## src/rtl/bpr_pkg.sv

```systemverilog
// Shared types, constants and byte helpers for the piece bitmap selector.
`timescale 1ns / 1ps

package bpr_pkg;

   // Default bitmap depth in bytes
   localparam int BPR_MAX_BYTES = 128;

   // Field widths
   localparam int PIECE_W = 10;
   localparam int POS_W   = 7;
   localparam int RND_W   = 16;
   localparam int CNT_W   = 11;   // obtainable count, at most 255 bytes of 8 bits
   localparam int STEP_W  = 4;    // one remainder bit per step over RND_W bits

   typedef enum logic [2:0] {
      OP_SET   = 3'd0,
      OP_CLEAR = 3'd1,
      OP_PEER  = 3'd2,
      OP_PICK  = 3'd3,
      OP_FIND  = 3'd4
   } bpr_op_type;

   typedef enum logic [1:0] {
      STS_DONE  = 2'd0,
      STS_FOUND = 2'd1,
      STS_NONE  = 2'd2,
      STS_RANGE = 2'd3
   } bpr_status_type;

   typedef enum logic [3:0] {
      ST_CLEAR,
      ST_IDLE,
      ST_HAVE_RD,
      ST_HAVE_WR,
      ST_PEER_WR,
      ST_COUNT,
      ST_MOD,
      ST_SEARCH,
      ST_FIND,
      ST_RESULT
   } bpr_state_type;

   // Bitmap RAM strobes
   typedef struct packed {
      logic rd_en;
      logic have_we;
      logic peer_we;
   } bpr_ram_ctl_type;

   // Number of set bits in a byte
   function automatic logic [3:0] bpr_pop8(input logic [7:0] v);
      logic [3:0] n;
      n = '0;
      for (int j = 0; j < 8; j++) begin
         n = n + {3'b000, v[j]};
      end
      return n;
   endfunction

   // Position, counted from the MSB, of the first set bit
   function automatic logic [2:0] bpr_first_set(input logic [7:0] v);
      logic [2:0] p;
      logic       hit;
      p   = '0;
      hit = 1'b0;
      for (int j = 0; j < 8; j++) begin
         if (v[7 - j] && !hit) begin
            p   = 3'(j);
            hit = 1'b1;
         end
      end
      return p;
   endfunction

   // Position, counted from the MSB, of the set bit of rank k (rank 0 first)
   function automatic logic [2:0] bpr_rank_sel(input logic [7:0] v, input logic [2:0] k);
      logic [3:0] seen;
      logic [2:0] p;
      logic       hit;
      seen = '0;
      p    = '0;
      hit  = 1'b0;
      for (int j = 0; j < 8; j++) begin
         if (v[7 - j] && !hit) begin
            if (seen == {1'b0, k}) begin
               p   = 3'(j);
               hit = 1'b1;
            end else begin
               seen = seen + 4'd1;
            end
         end
      end
      return p;
   endfunction

endpackage

```

## src/rtl/bpr_bitmap_ram.sv

```systemverilog
// Have and peer bitmap memories sharing one address, with registered read data.
`timescale 1ns / 1ps

module bpr_bitmap_ram import bpr_pkg::*; #(
   parameter int MAX_BYTES = BPR_MAX_BYTES,
   parameter int AW        = (MAX_BYTES > 1) ? $clog2(MAX_BYTES) : 1
) (
   input  logic            clock,
   input  bpr_ram_ctl_type ram_ctl,
   input  logic [AW-1:0]   addr,
   input  logic [7:0]      wr_have,
   input  logic [7:0]      wr_peer,
   output logic [7:0]      rd_have,
   output logic [7:0]      rd_peer
);

   logic [7:0] have_mem [MAX_BYTES];
   logic [7:0] peer_mem [MAX_BYTES];

   // Write either map
   always_ff @(posedge clock) begin
      if (ram_ctl.have_we) begin
         have_mem[addr] <= wr_have;
      end
      if (ram_ctl.peer_we) begin
         peer_mem[addr] <= wr_peer;
      end
   end

   // Read both maps at the same byte
   always_ff @(posedge clock) begin
      if (ram_ctl.rd_en) begin
         rd_have <= have_mem[addr];
         rd_peer <= peer_mem[addr];
      end
   end

endmodule

```

## src/rtl/bpr_mod_unit.sv

```systemverilog
// Bit-serial remainder unit: random value modulo obtainable count, one bit a cycle.
`timescale 1ns / 1ps

module bpr_mod_unit import bpr_pkg::*; (
   input  logic             clock,
   input  logic             reset,
   input  logic             start,
   input  logic [RND_W-1:0] dividend,
   input  logic [CNT_W-1:0] divisor,
   output logic             done,
   output logic [CNT_W-1:0] remainder
);

   logic              busy_ff, busy_in;
   logic              done_ff, done_in;
   logic [STEP_W-1:0] step_ff, step_in;
   logic [RND_W-1:0]  dvd_ff, dvd_in;
   logic [CNT_W-1:0]  dvs_ff, dvs_in;
   logic [CNT_W-1:0]  rem_ff, rem_in;
   logic [CNT_W:0]    trial;

   // Shift in the next dividend bit and subtract where it fits
   always_comb begin
      busy_in = busy_ff;
      done_in = 1'b0;
      step_in = step_ff;
      dvd_in  = dvd_ff;
      dvs_in  = dvs_ff;
      rem_in  = rem_ff;
      trial   = {rem_ff, dvd_ff[RND_W-1]};
      if (start) begin
         busy_in = 1'b1;
         step_in = '0;
         dvd_in  = dividend;
         dvs_in  = divisor;
         rem_in  = '0;
      end else if (busy_ff) begin
         if (trial >= {1'b0, dvs_ff}) begin
            rem_in = CNT_W'(trial - {1'b0, dvs_ff});
         end else begin
            rem_in = trial[CNT_W-1:0];
         end
         dvd_in  = {dvd_ff[RND_W-2:0], 1'b0};
         step_in = step_ff + STEP_W'(1);
         if (step_ff == STEP_W'(RND_W - 1)) begin
            busy_in = 1'b0;
            done_in = 1'b1;
         end
      end
   end

   always_ff @(posedge clock) begin
      if (reset) begin
         busy_ff <= 1'b0;
         done_ff <= 1'b0;
      end else begin
         busy_ff <= busy_in;
         done_ff <= done_in;
      end
   end

   always_ff @(posedge clock) begin
      step_ff <= step_in;
      dvd_ff  <= dvd_in;
      dvs_ff  <= dvs_in;
      rem_ff  <= rem_in;
   end

   assign done      = done_ff;
   assign remainder = rem_ff;

endmodule

```

## src/rtl/piece_bitmap_random_select.sv

```systemverilog
// Top level: sequencer over the bitmap memories and the remainder unit.
//
// Piece bitmap selector. Each word on the req channel carries one operation in
// req_tuser (set or clear a held piece, write a peer byte, pick a random
// obtainable piece, find the first held piece the peer lacks); each produces
// exactly one word on the rsp channel with a status in rsp_tuser and a piece
// index in rsp_tdata. The csr channel writes the number of bitmap bytes in use;
// write it only while no operation is in flight.
// One operation is in work at a time; req_tready is low until it is finished.
// Steps from acceptance to rsp_tvalid, with n bytes in use:
//   set / clear: read, modify, write through the single RAM port
//   peer write: one write; range errors and unused opcodes: result only
//   find: a scan of at most n bytes (one byte read per cycle)
//   pick: count scan, bit-serial remainder, select scan
// The bitmap RAM port and the bit-serial remainder unit set the pace of each step.
// After reset a pass over all MAX_BYTES bytes clears both bitmaps, one byte a
// cycle, while req_tready stays low; csr writes are taken throughout.
// A result waits in the rsp register while rsp_tready is low; one more word is
// still taken, but its result holds the block until the register is free again.
`timescale 1ns / 1ps

module piece_bitmap_random_select import bpr_pkg::*; #(
   parameter int MAX_BYTES = BPR_MAX_BYTES
) (
   input  logic        clock,
   input  logic        reset,
   // request words
   input  logic        req_tvalid,
   output logic        req_tready,
   input  logic [47:0] req_tdata,   // piece_number[9:0], byte_position[16:10],
                                    // byte_value[24:17], random_value[40:25], zeros
   input  logic [2:0]  req_tuser,   // opcode[2:0]
   // response words
   output logic        rsp_tvalid,
   input  logic        rsp_tready,
   output logic [15:0] rsp_tdata,   // found_piece[9:0], zeros
   output logic [1:0]  rsp_tuser,   // status[1:0]
   // bitmap size register
   input  logic        csr_valid,
   output logic        csr_ready,
   input  logic [7:0]  csr_data
);

   localparam int AW    = (MAX_BYTES > 1) ? $clog2(MAX_BYTES) : 1;
   localparam int IW    = (AW > 8) ? AW : 8;
   localparam int LIM   = (MAX_BYTES > 255) ? 255 : MAX_BYTES;
   localparam logic [7:0] LIM_B = 8'(LIM);

   bpr_state_type    state_ff, state_in;
   logic [AW-1:0]    clr_ff, clr_in;
   logic [7:0]       bb_ff, bb_in;
   logic [2:0]       op_ff, op_in;
   logic [PIECE_W-1:0] piece_ff, piece_in;
   logic [POS_W-1:0] pos_ff, pos_in;
   logic [7:0]       val_ff, val_in;
   logic [RND_W-1:0] rnd_ff, rnd_in;
   logic [7:0]       iss_ff, iss_in;
   logic [7:0]       idx_ff, idx_in;
   logic             dv_ff, dv_in;
   logic [CNT_W-1:0] acc_ff, acc_in;
   bpr_status_type   res_sts_ff, res_sts_in;
   logic [PIECE_W-1:0] res_piece_ff, res_piece_in;
   logic             rsp_valid_ff, rsp_valid_in;
   logic [1:0]       rsp_sts_ff, rsp_sts_in;
   logic [PIECE_W-1:0] rsp_piece_ff, rsp_piece_in;

   logic [7:0]       n_bytes;
   logic [PIECE_W-1:0] req_piece;
   logic [POS_W-1:0] req_pos;
   logic [6:0]       req_byte;
   logic [IW-1:0]    iss_wide, piece_wide, pos_wide;
   logic [7:0]       piece_mask;

   bpr_ram_ctl_type  ram_ctl;
   logic [AW-1:0]    ram_addr;
   logic [7:0]       ram_wr_have, ram_wr_peer, rd_have, rd_peer;
   logic [7:0]       obtain_byte, unrep_byte;
   logic [3:0]       obtain_pop;
   logic             scan_end;
   logic             mod_start, mod_done;
   logic [CNT_W-1:0] mod_rem;
   logic [10:0]      hit_index;

   // Bytes in use, saturated to the memory depth
   assign n_bytes = (bb_ff > LIM_B) ? LIM_B : bb_ff;

   assign req_piece = req_tdata[9:0];
   assign req_pos   = req_tdata[16:10];
   assign req_byte  = req_piece[9:3];

   assign iss_wide   = IW'(iss_ff);
   assign piece_wide = IW'(piece_ff[9:3]);
   assign pos_wide   = IW'(pos_ff);
   assign piece_mask = 8'h80 >> piece_ff[2:0];

   assign obtain_byte = rd_peer & ~rd_have;
   assign unrep_byte  = rd_have & ~rd_peer;
   assign obtain_pop  = bpr_pop8(obtain_byte);
   assign scan_end    = (iss_ff >= n_bytes) && !dv_ff;

   assign req_tready = (state_ff == ST_IDLE);
   assign csr_ready  = 1'b1;

   // Sequencer: next state, RAM strobes and result
   always_comb begin
      state_in     = state_ff;
      clr_in       = clr_ff;
      op_in        = op_ff;
      piece_in     = piece_ff;
      pos_in       = pos_ff;
      val_in       = val_ff;
      rnd_in       = rnd_ff;
      iss_in       = iss_ff;
      idx_in       = idx_ff;
      dv_in        = 1'b0;
      acc_in       = acc_ff;
      res_sts_in   = res_sts_ff;
      res_piece_in = res_piece_ff;
      ram_ctl      = '0;
      ram_addr     = iss_wide[AW-1:0];
      ram_wr_have  = '0;
      ram_wr_peer  = '0;
      mod_start    = 1'b0;
      hit_index    = '0;

      unique case (state_ff)
         ST_CLEAR: begin
            ram_ctl.have_we = 1'b1;
            ram_ctl.peer_we = 1'b1;
            ram_addr        = clr_ff;
            clr_in          = clr_ff + AW'(1);
            if (clr_ff == AW'(MAX_BYTES - 1)) begin
               state_in = ST_IDLE;
            end
         end

         ST_IDLE: begin
            if (req_tvalid) begin
               op_in        = req_tuser;
               piece_in     = req_piece;
               pos_in       = req_pos;
               val_in       = req_tdata[24:17];
               rnd_in       = req_tdata[40:25];
               iss_in       = '0;
               acc_in       = '0;
               res_sts_in   = STS_RANGE;
               res_piece_in = '0;
               state_in     = ST_RESULT;
               unique case (req_tuser) inside
                  OP_SET, OP_CLEAR: begin
                     if ({1'b0, req_byte} < n_bytes) begin
                        state_in = ST_HAVE_RD;
                     end
                  end
                  OP_PEER: begin
                     if ({1'b0, req_pos} < n_bytes) begin
                        state_in = ST_PEER_WR;
                     end
                  end
                  OP_PICK: state_in = ST_COUNT;
                  OP_FIND: state_in = ST_FIND;
                  default: state_in = ST_RESULT;
               endcase
            end
         end

         ST_HAVE_RD: begin
            ram_ctl.rd_en = 1'b1;
            ram_addr      = piece_wide[AW-1:0];
            state_in      = ST_HAVE_WR;
         end

         ST_HAVE_WR: begin
            ram_ctl.have_we = 1'b1;
            ram_addr        = piece_wide[AW-1:0];
            ram_wr_have     = (op_ff == OP_SET) ? (rd_have | piece_mask)
                                                : (rd_have & ~piece_mask);
            res_sts_in      = STS_DONE;
            state_in        = ST_RESULT;
         end

         ST_PEER_WR: begin
            ram_ctl.peer_we = 1'b1;
            ram_addr        = pos_wide[AW-1:0];
            ram_wr_peer     = val_ff;
            res_sts_in      = STS_DONE;
            state_in        = ST_RESULT;
         end

         ST_COUNT: begin
            // Stream bytes and add up obtainable bits
            ram_ctl.rd_en = (iss_ff < n_bytes);
            if (ram_ctl.rd_en) begin
               iss_in = iss_ff + 8'd1;
            end
            dv_in  = ram_ctl.rd_en;
            idx_in = iss_ff;
            if (dv_ff) begin
               acc_in = acc_ff + CNT_W'(obtain_pop);
            end
            if (scan_end) begin
               if (acc_ff == '0) begin
                  res_sts_in = STS_NONE;
                  state_in   = ST_RESULT;
               end else begin
                  mod_start = 1'b1;
                  state_in  = ST_MOD;
               end
            end
         end

         ST_MOD: begin
            if (mod_done) begin
               acc_in   = mod_rem;
               iss_in   = '0;
               state_in = ST_SEARCH;
            end
         end

         ST_SEARCH: begin
            // Step over whole bytes until the target rank falls inside one
            ram_ctl.rd_en = (iss_ff < n_bytes);
            if (ram_ctl.rd_en) begin
               iss_in = iss_ff + 8'd1;
            end
            dv_in  = ram_ctl.rd_en;
            idx_in = iss_ff;
            if (dv_ff) begin
               if (acc_ff < CNT_W'(obtain_pop)) begin
                  hit_index    = {idx_ff, bpr_rank_sel(obtain_byte, acc_ff[2:0])};
                  res_piece_in = hit_index[PIECE_W-1:0];
                  res_sts_in   = STS_FOUND;
                  state_in     = ST_RESULT;
               end else begin
                  acc_in = acc_ff - CNT_W'(obtain_pop);
               end
            end else if (scan_end) begin
               res_sts_in = STS_NONE;
               state_in   = ST_RESULT;
            end
         end

         ST_FIND: begin
            // First byte holding a held piece the peer does not report
            ram_ctl.rd_en = (iss_ff < n_bytes);
            if (ram_ctl.rd_en) begin
               iss_in = iss_ff + 8'd1;
            end
            dv_in  = ram_ctl.rd_en;
            idx_in = iss_ff;
            if (dv_ff && (unrep_byte != 8'd0)) begin
               hit_index    = {idx_ff, bpr_first_set(unrep_byte)};
               res_piece_in = hit_index[PIECE_W-1:0];
               res_sts_in   = STS_FOUND;
               state_in     = ST_RESULT;
            end else if (scan_end) begin
               res_sts_in = STS_NONE;
               state_in   = ST_RESULT;
            end
         end

         ST_RESULT: begin
            if (!rsp_valid_ff || rsp_tready) begin
               state_in = ST_IDLE;
            end
         end

         default: state_in = ST_IDLE;
      endcase
   end

   // Output register: load a finished result, drop it once taken
   always_comb begin
      rsp_valid_in = rsp_valid_ff;
      rsp_sts_in   = rsp_sts_ff;
      rsp_piece_in = rsp_piece_ff;
      if (rsp_valid_ff && rsp_tready) begin
         rsp_valid_in = 1'b0;
      end
      if ((state_ff == ST_RESULT) && (!rsp_valid_ff || rsp_tready)) begin
         rsp_valid_in = 1'b1;
         rsp_sts_in   = res_sts_ff;
         rsp_piece_in = res_piece_ff;
      end
   end

   // Hold the size register
   always_comb begin
      bb_in = bb_ff;
      if (csr_valid) begin
         bb_in = csr_data;
      end
   end

   always_ff @(posedge clock) begin
      if (reset) begin
         state_ff     <= ST_CLEAR;
         clr_ff       <= '0;
         bb_ff        <= 8'd1;
         dv_ff        <= 1'b0;
         rsp_valid_ff <= 1'b0;
      end else begin
         state_ff     <= state_in;
         clr_ff       <= clr_in;
         bb_ff        <= bb_in;
         dv_ff        <= dv_in;
         rsp_valid_ff <= rsp_valid_in;
      end
   end

   always_ff @(posedge clock) begin
      op_ff        <= op_in;
      piece_ff     <= piece_in;
      pos_ff       <= pos_in;
      val_ff       <= val_in;
      rnd_ff       <= rnd_in;
      iss_ff       <= iss_in;
      idx_ff       <= idx_in;
      acc_ff       <= acc_in;
      res_sts_ff   <= res_sts_in;
      res_piece_ff <= res_piece_in;
      rsp_sts_ff   <= rsp_sts_in;
      rsp_piece_ff <= rsp_piece_in;
   end

   bpr_bitmap_ram #(
      .MAX_BYTES (MAX_BYTES),
      .AW        (AW)
   ) u_ram (
      .clock   (clock),
      .ram_ctl (ram_ctl),
      .addr    (ram_addr),
      .wr_have (ram_wr_have),
      .wr_peer (ram_wr_peer),
      .rd_have (rd_have),
      .rd_peer (rd_peer)
   );

   bpr_mod_unit u_mod (
      .clock     (clock),
      .reset     (reset),
      .start     (mod_start),
      .dividend  (rnd_ff),
      .divisor   (acc_ff),
      .done      (mod_done),
      .remainder (mod_rem)
   );

   assign rsp_tvalid = rsp_valid_ff;
   assign rsp_tdata  = {6'b000000, rsp_piece_ff};
   assign rsp_tuser  = rsp_sts_ff;

endmodule
```

## config.mk

```make
export PLATFORM = sky130hd
export DESIGN_NAME = piece_bitmap_random_select
export DESIGN_NICKNAME = d
export VERILOG_FILES = /design/src/rtl/bpr_pkg.sv /design/src/rtl/bpr_bitmap_ram.sv /design/src/rtl/bpr_mod_unit.sv /design/src/rtl/piece_bitmap_random_select.sv
export SDC_FILE = /design/constraint.sdc
export NUM_CORES = 2
export LEC_CHECK = 0
export BUFFER_PORTS_ARGS = -buffer_cell sky130_fd_sc_hd__buf_2
export CORE_UTILIZATION = 55
export CTS_CLUSTER_SIZE = 40
export DETAILED_ROUTE_END_ITERATION = 10
export PLACE_DENSITY = 0.71
export SETUP_SLACK_MARGIN = 0.3
export SYNTH_ARGS = -nofsm -noshare
export SYNTH_HDL_FRONTEND = slang
export SYNTH_SLANG_ARGS = --single-unit
```

## constraint.sdc

```tcl
create_clock -name clock -period 17.5 [get_ports clock]
set_clock_uncertainty 0.15 [all_clocks]
set_input_delay 0 -clock clock [delete_from_list [all_inputs] [get_ports clock]]
set_output_delay 0 -clock clock [all_outputs]
set_load 0.1 [all_outputs]
```

Yosys cells after proc, flatten, opt, wreduce, memory -nomap -nowiden
Memory sizes are Yosys's and may differ from the RTL's. A register that Yosys moved wholly into a read port is not among the register bits.
Index checks and enable logic that the tools add are counted.
{ "classes": {"magnitude_cmp": 7, "shift": 1, "eq_ne": 35, "n_reduce_logical": 61, "addsub": 19, "n_bitwise": 9, "muxes": 176} }
{ "op_table": {"columns": ["cell", "n"], "rows": [
  ["2-to-1 mux 4 bit", 45],
  ["2-to-1 mux 1 bit", 74],
  ["2-to-1 mux 3 bit", 23],
  ["2-to-1 mux 11 bit", 6],
  ["2-to-1 mux 8 bit", 7],
  ["one-hot mux 11 bit (4 select lines)", 1],
  ["2-to-1 mux 10 bit", 4],
  ["one-hot mux 4 bit (9 select lines)", 1],
  ["2-to-1 mux 16 bit", 2],
  ["one-hot mux 10 bit (3 select lines)", 1],
  ["adder 4 x 1 -> 4 bit (second input constant)", 7],
  ["== test 4 x 3 -> 1 bit", 7],
  ["bitwise AND 8 bit", 3],
  ["NOT 8 bit", 3],
  ["one-hot mux 8 bit (3 select lines)", 1],
  ["one-hot mux 7 bit (3 select lines)", 1],
  ["!= test 2 bit (second input constant)", 10],
  ["logical AND 1 bit", 18],
  ["adder 4 x 1 -> 4 bit", 4],
  ["== test 4 x 3 -> 1 bit (second input constant)", 4],
  ["logical NOT 1 bit", 16],
  ["< comparator 7 x 8 -> 1 bit", 2],
  ["one-hot mux 4 bit (4 select lines)", 1],
  ["2-to-1 mux 2 bit", 7],
  ["other kinds (42)", 60]
]} }
{ "word_totals": {"output_inout_bits": 21, "regBits": 159, "elab_cells": 333, "mem_count": 2, "ram_bits": 2048} }
{ "mem_list": {"columns": ["name", "depth", "word_bits", "rd", "rd_clocked_by_memory_dff", "write_ports", "line", "source"], "rows": [
  ["u_ram.have_mem", 128, 8, 1, 1, 1, "bpr_bitmap_ram.sv:17", "logic [7:0] have_mem [MAX_BYTES];"],
  ["u_ram.peer_mem", 128, 8, 1, 1, 1, "bpr_bitmap_ram.sv:18", "logic [7:0] peer_mem [MAX_BYTES];"]
]} }

Longest topological paths before layout
{ "logic_depth": {"word_depth": 55, "depth_mapped": 29, "depth_no_buf": 27} }

Hierarchy
A second synthesis with hierarchy kept.
{ "unflattened": {"cells_unflattened": 5801, "hier_area_um2": 91077.4} }
{ "modules_own_cells": {"columns": ["module", "cells_each", "area_per_inst_um2", "n_inst"], "rows": [
  ["bpr_bitmap_ram", 4812, 81117.8, 1],
  ["piece_bitmap_random_select", 780, 7697.4, 1],
  ["bpr_mod_unit", 209, 2262.2, 1]
]} }

Worst setup path after synthesis
Ideal clock, no wire load.
{ "synth_path": {"kind": "register to register", "startpoint": "register acc_ff[1]", "endpoint": "register res_piece_ff[2], data pin", "path_stages_with_launch": 28, "arrival_time_ns": 6.196, "path_slack_ns": 10.887, "setup_ns": 0.267, "synth_period_minus_slack_ns": 6.613, "required_ns": 17.083, "cell_sequence": "edfxtp_1 -> buf_6 -> nor2_1 -> o21ai_0 -> ha_1 -> or3b_4 -> o21ai_0 -> or2_2 -> inv_1 -> ha_1 -> a32oi_1 -> inv_1 -> ha_1 -> buf_1 -> or4_1 -> nand4b_1 -> o21a_4 -> o2111a_2 -> xnor3_2 -> o31a_4 -> mux2_4 -> ha_1 -> and2_1 -> mux4_2 -> nand2_1 -> o21ai_0 -> o2111ai_2 -> a21oi_1"} }
{ "synth_via": {"elab_chain_len": 48, "elab_cells_between_ends": 115} }
{ "synth_rtl": {"columns": ["element", "line", "source"], "rows": [
  ["start, declared", "piece_bitmap_random_select.sv:60", "logic [CNT_W-1:0] acc_ff, acc_in;"],
  ["start signal, assigned", "piece_bitmap_random_select.sv:319", "acc_ff <= acc_in;"],
  ["logical NOT 3 bit", "bpr_pkg.sv:86", "if (seen == {1'b0, k}) begin"],
  ["2-to-1 mux 1 bit", "bpr_pkg.sv:86", null],
  ["2-to-1 mux 1 bit", "bpr_pkg.sv:85", "if (v[7 - j] && !hit) begin"],
  ["2-to-1 mux 4 bit / 2-to-1 mux 1 bit (equally long branches)", "piece_bitmap_random_select.sv:229", "if (acc_ff < CNT_W'(obtain_pop)) begin"],
  ["2-to-1 mux 4 bit / 2-to-1 mux 1 bit (equally long branches)", "piece_bitmap_random_select.sv:228", "if (dv_ff) begin"],
  ["2-to-1 mux 4 bit / 2-to-1 mux 1 bit (equally long branches)", "piece_bitmap_random_select.sv:126", "unique case (state_ff)"],
  ["adder 4 x 1 -> 4 bit (tied with other cells)", "bpr_pkg.sv:90", "seen = seen + 4'd1;"],
  ["2-to-1 mux 4 bit (tied with other cells)", "bpr_pkg.sv:86", null],
  ["(+33 left out)", null, null],
  ["2-to-1 mux 4 bit / 2-to-1 mux 1 bit (equally long branches)", "piece_bitmap_random_select.sv:126", null],
  ["== test 4 x 3 -> 1 bit / logical NOT 1 bit (equally long branches)", "bpr_pkg.sv:86, bpr_pkg.sv:85", null],
  ["2-to-1 mux 3 bit / logical AND 1 bit (equally long branches)", "bpr_pkg.sv:86, bpr_pkg.sv:85", null],
  ["2-to-1 mux 3 bit *", "bpr_pkg.sv:85", null],
  ["2-to-1 mux 10 bit *", "piece_bitmap_random_select.sv:229", null],
  ["2-to-1 mux 10 bit *", "piece_bitmap_random_select.sv:228", null],
  ["one-hot mux 10 bit (3 select lines) *", "piece_bitmap_random_select.sv:126", null],
  ["named net res_piece_in[2]", "piece_bitmap_random_select.sv:62", "logic [PIECE_W-1:0] res_piece_ff, res_piece_in;"],
  ["end signal, assigned", "piece_bitmap_random_select.sv:321", "res_piece_ff <= res_piece_in;"],
  ["end, declared", "piece_bitmap_random_select.sv:62", null]
]} }
The timed path passes the listed nets; every way through them passes the cells marked *. The select of a mux whose other input is x is not followed.
A chain may end at the register's enable or synchronous reset.

Worst setup path in the final report
{ "layout_path": {"startpoint": "register acc_ff[2]", "endpoint": "register res_piece_ff[1], data pin"} }
The elaborated chain is that of the path after synthesis.

==> metrics.txt <==
fmax=130 MHz; WL/cell=31.8 um; Setup WS post-layout=9.83 ns; Die ar.=0.160 sq mm; # clock sinks=2223; most frequent cell after synthesis=edfxtp_1; DR pass1 iterations=7; Crit Path Category=reg2reg; GRT busiest layer=met2; fin cells=8124; Logic pwr share=7.3%; 1st-iter DRT viols=9324; status=complete, no violations; crit-path max FO=18; Most used DFF post-synth=edfxtp_1; fin crit share=43.8%; Worst EP arrival=8.11 ns; Vias/cell=6.83; # placed instances=7603; DPL Wire Length=149000 um; Synth cell types=110; area leader, netlist=edfxtp_1; P_int=8.57 mW; minimum clock period=7.67 ns; setup_tns=0 ns; layout cells sized above 1=10.4%; I/O Pins=85; flop2flop setup slack=9.83 ns; Async SR Flop Fraction=0%; R2R Path End=res_piece_ff[1]$_DFFE_PP_; post-synth top area share=75.3%; cts hold-fix bufs=128; DIE HEIGHT=400 um; Final ANT Viol Nets=0; GR Util All Layers=31.9%; root buffer selected by CTS=clkbuf_16; Final #Nets=6006; pin count of the biggest net entering global routing=108; post_cts resized=0; Clock Power Share=40.4%; Layout area overhead=12.6%; Worst Hold Launch=req_tuser[1]; worst-case clock buffer depth=3; Synth Register Bits=2223; Synth top cells by count=2185 x edfxtp_1, 606 x nand2_1, 516 x a22oi_1; Leak Pwr=28.6 nW; DR DRC count=0; syn_area_per_cell=15.3 sq um; sequential cell area fraction in the yosys report=76.2%; Post-CTS Setup Repair Bufs=0; placed inst area=0.0900 sq mm; final instance area=0.0980 sq mm; yosys warns=0; latest clock arrival within the worst-skew pair=0.86 ns; setup violators final=0; cell depth of the worst min-delay path=6; Post-synth EDFFs=2185; Setup crit end kind=flop; total number of vias=55500; GRT met2 Usage=49.1%; Final Core Density=62.5%; CP startpoint kind=flop; Mapped Cells=5704; clock-pin slew on the worst setup and hold paths=0.06 ns; CTS buffer count=207; Worst Hold Class=in2reg; pwr dens=113 mW/mm^2; max cap viols=0; Reg power frac=52.2%; Slew Viols, Final=0; met3 Use GR=9.59%; synth top area cells=edfxtp_1 75%, a22oi_1 4.4%, nand2_1 2.6%; VDD IR max=0.0000760 V; initial antenna violation count=12; Sw Ratio=22.8%; Core ar.=0.157 sq mm; initial cell density of the core=55.6%; Final Hold Slack=0.0928 ns; post-placement setup slack=9.94 ns; grt total ovfl=0; CTS tree=done; FF-to-FF path depth=26; Max H-tree Level=4; num rows=145; WHS Endpoint=state_ff[2]$_SDFFE_PP0P_; CP Data Required Time=17.95 ns; Max-slew headroom=7.91%; Sw Pwr=2.53 mW; first-pass GRT wire length=367000 um; Worst-Margin Slew=1.36 ns; drt total wl=258000 um; vias in the first global route=53100; met1 Usage GRT=42.0%; Port-buffer cells=70; routability cong.=0.918; final hold vios=0; Power, Total=11.1 mW; synthesized area=0.0871 sq mm; die width=400 um; unrepaired setup endpoints after global routing=no; worst r2r src=acc_ff[2]$_DFFE_PP_
[worst max-delay path: stages, from the launching register on]
cell       delay [ns]
edfxtp_1         0.73
nor3_1           0.62
nor2_1           0.09
ha_1             0.32
or3b_4           0.43
o21ai_0          0.15
or2_2            0.18
inv_1            0.04
ha_1             0.31
a32oi_1          0.32
inv_1            0.09
ha_1             0.36
nor4_1           0.08
a211oi_1         0.49
and2_1           0.20
ha_1             0.16
o2111a_2         0.25
xnor3_2          0.42
o31a_4           0.39
mux2_4           0.33
ha_1             0.29
and2_1           0.15
mux4_2           0.45
nand2_1          0.08
o21ai_0          0.10
o2111ai_2        0.13
a21oi_1          0.10
[cells in the final DEF (no fill, tap or decap), drive strengths merged, types with 35 or more instances in the layout]
cell type and instances:
ha 52, a22oi 517, buf 206, a211oi 68
o21ai 88, mux2i 49, nand4 55, edfxtp 2185
a31oi 97, inv 62, a221oi 126, a22o 70
dfxtp 38, dlygate4sd3 128, nand2 606, nand3 97
nor3 35, o22ai 35, nor2 448, a21oi 256
clkbuf 258, clkinv 91
[worst max-delay path by stage]
| stage | start | endpoint | depth (start not counted) |
|---|---|---|---|
| 6_report | acc_ff[2]$_DFFE_PP_ | res_piece_ff[1]$_DFFE_PP_ | 26 |
| 5_1_grt | acc_ff[2]$_DFFE_PP_ | res_piece_ff[0]$_DFFE_PP_ | 26 |
| 4_1_cts | acc_ff[2]$_DFFE_PP_ | res_piece_ff[1]$_DFFE_PP_ | 26 |
| 3_5_place_dp | acc_ff[2]$_DFFE_PP_ | res_piece_ff[1]$_DFFE_PP_ | 26 |
| 3_3_place_gp | acc_ff[2]$_DFFE_PP_ | res_piece_ff[0]$_DFFE_PP_ | 26 |
| 2_1_floorplan | acc_ff[1]$_DFFE_PP_ | res_piece_ff[2]$_DFFE_PP_ | 27 |
[metal layers]
layer	up-vias	share of wire [%]
li1	23000	-
met1	27400	35
met2	4331	46
met3	764	14
met4	14	5.2
met5	-	0.034
[kinds of logic (layout without fill, tap and decap cells)]
family,Yosys count,after routing,share of synthesized area (%)
DFF,2223,2223,76.2
AOI/OAI and AO/OA,1473,1473,12.2
and+or+nand+nor,1395,1395,6.93
buffers and inverters,423,777,1.97
muxes,81,81,1.18
adders and majority gates,61,61,0.934
xor gates and xnor gates,46,46,0.520
other,2,10,0.00862
[area by class of cell]
class / count / area (sq um)
fill: 10900 / 58700
inverter: 53 / 204
tap: 2058 / 2570
timing repair buffer: 335 / 2800
clock buffer: 257 / 5420
clock inverter: 132 / 1290
sequential: 2223 / 66400
multi-input combinational: 3063 / 19400
antenna: 3 / 7.51
[power groups by stage]
stage / clock network (mW) / logic (mW) / registers [mW]
floorplan: 0 / 0.446 / 5.91
global placement: 0 / 0.740 / 5.91
detailed placement: 0 / 0.754 / 5.91
CTS: 4.48 / 0.782 / 5.80
global route: 4.69 / 0.845 / 5.80
finish: 4.49 / 0.814 / 5.80
[registers in the layout, indices dropped and copies added (netlist names), 3 cells and up]
register / cells
acc_ff: 11
bb_ff: 8
clr_ff: 7
idx_ff: 7
iss_ff: 8
op_ff: 3
piece_ff: 10
pos_ff: 7
res_piece_ff: 10
rnd_ff: 16
rsp_piece_ff: 10
state_ff: 4
u_mod.dvd_ff: 16
u_mod.dvs_ff: 11
u_mod.remainder: 11
u_mod.step_ff: 4
u_ram.have_mem: 1024
u_ram.peer_mem: 1024
u_ram.rd_have: 8
u_ram.rd_peer: 8
val_ff: 8
(Power assumes the default switching activity.)
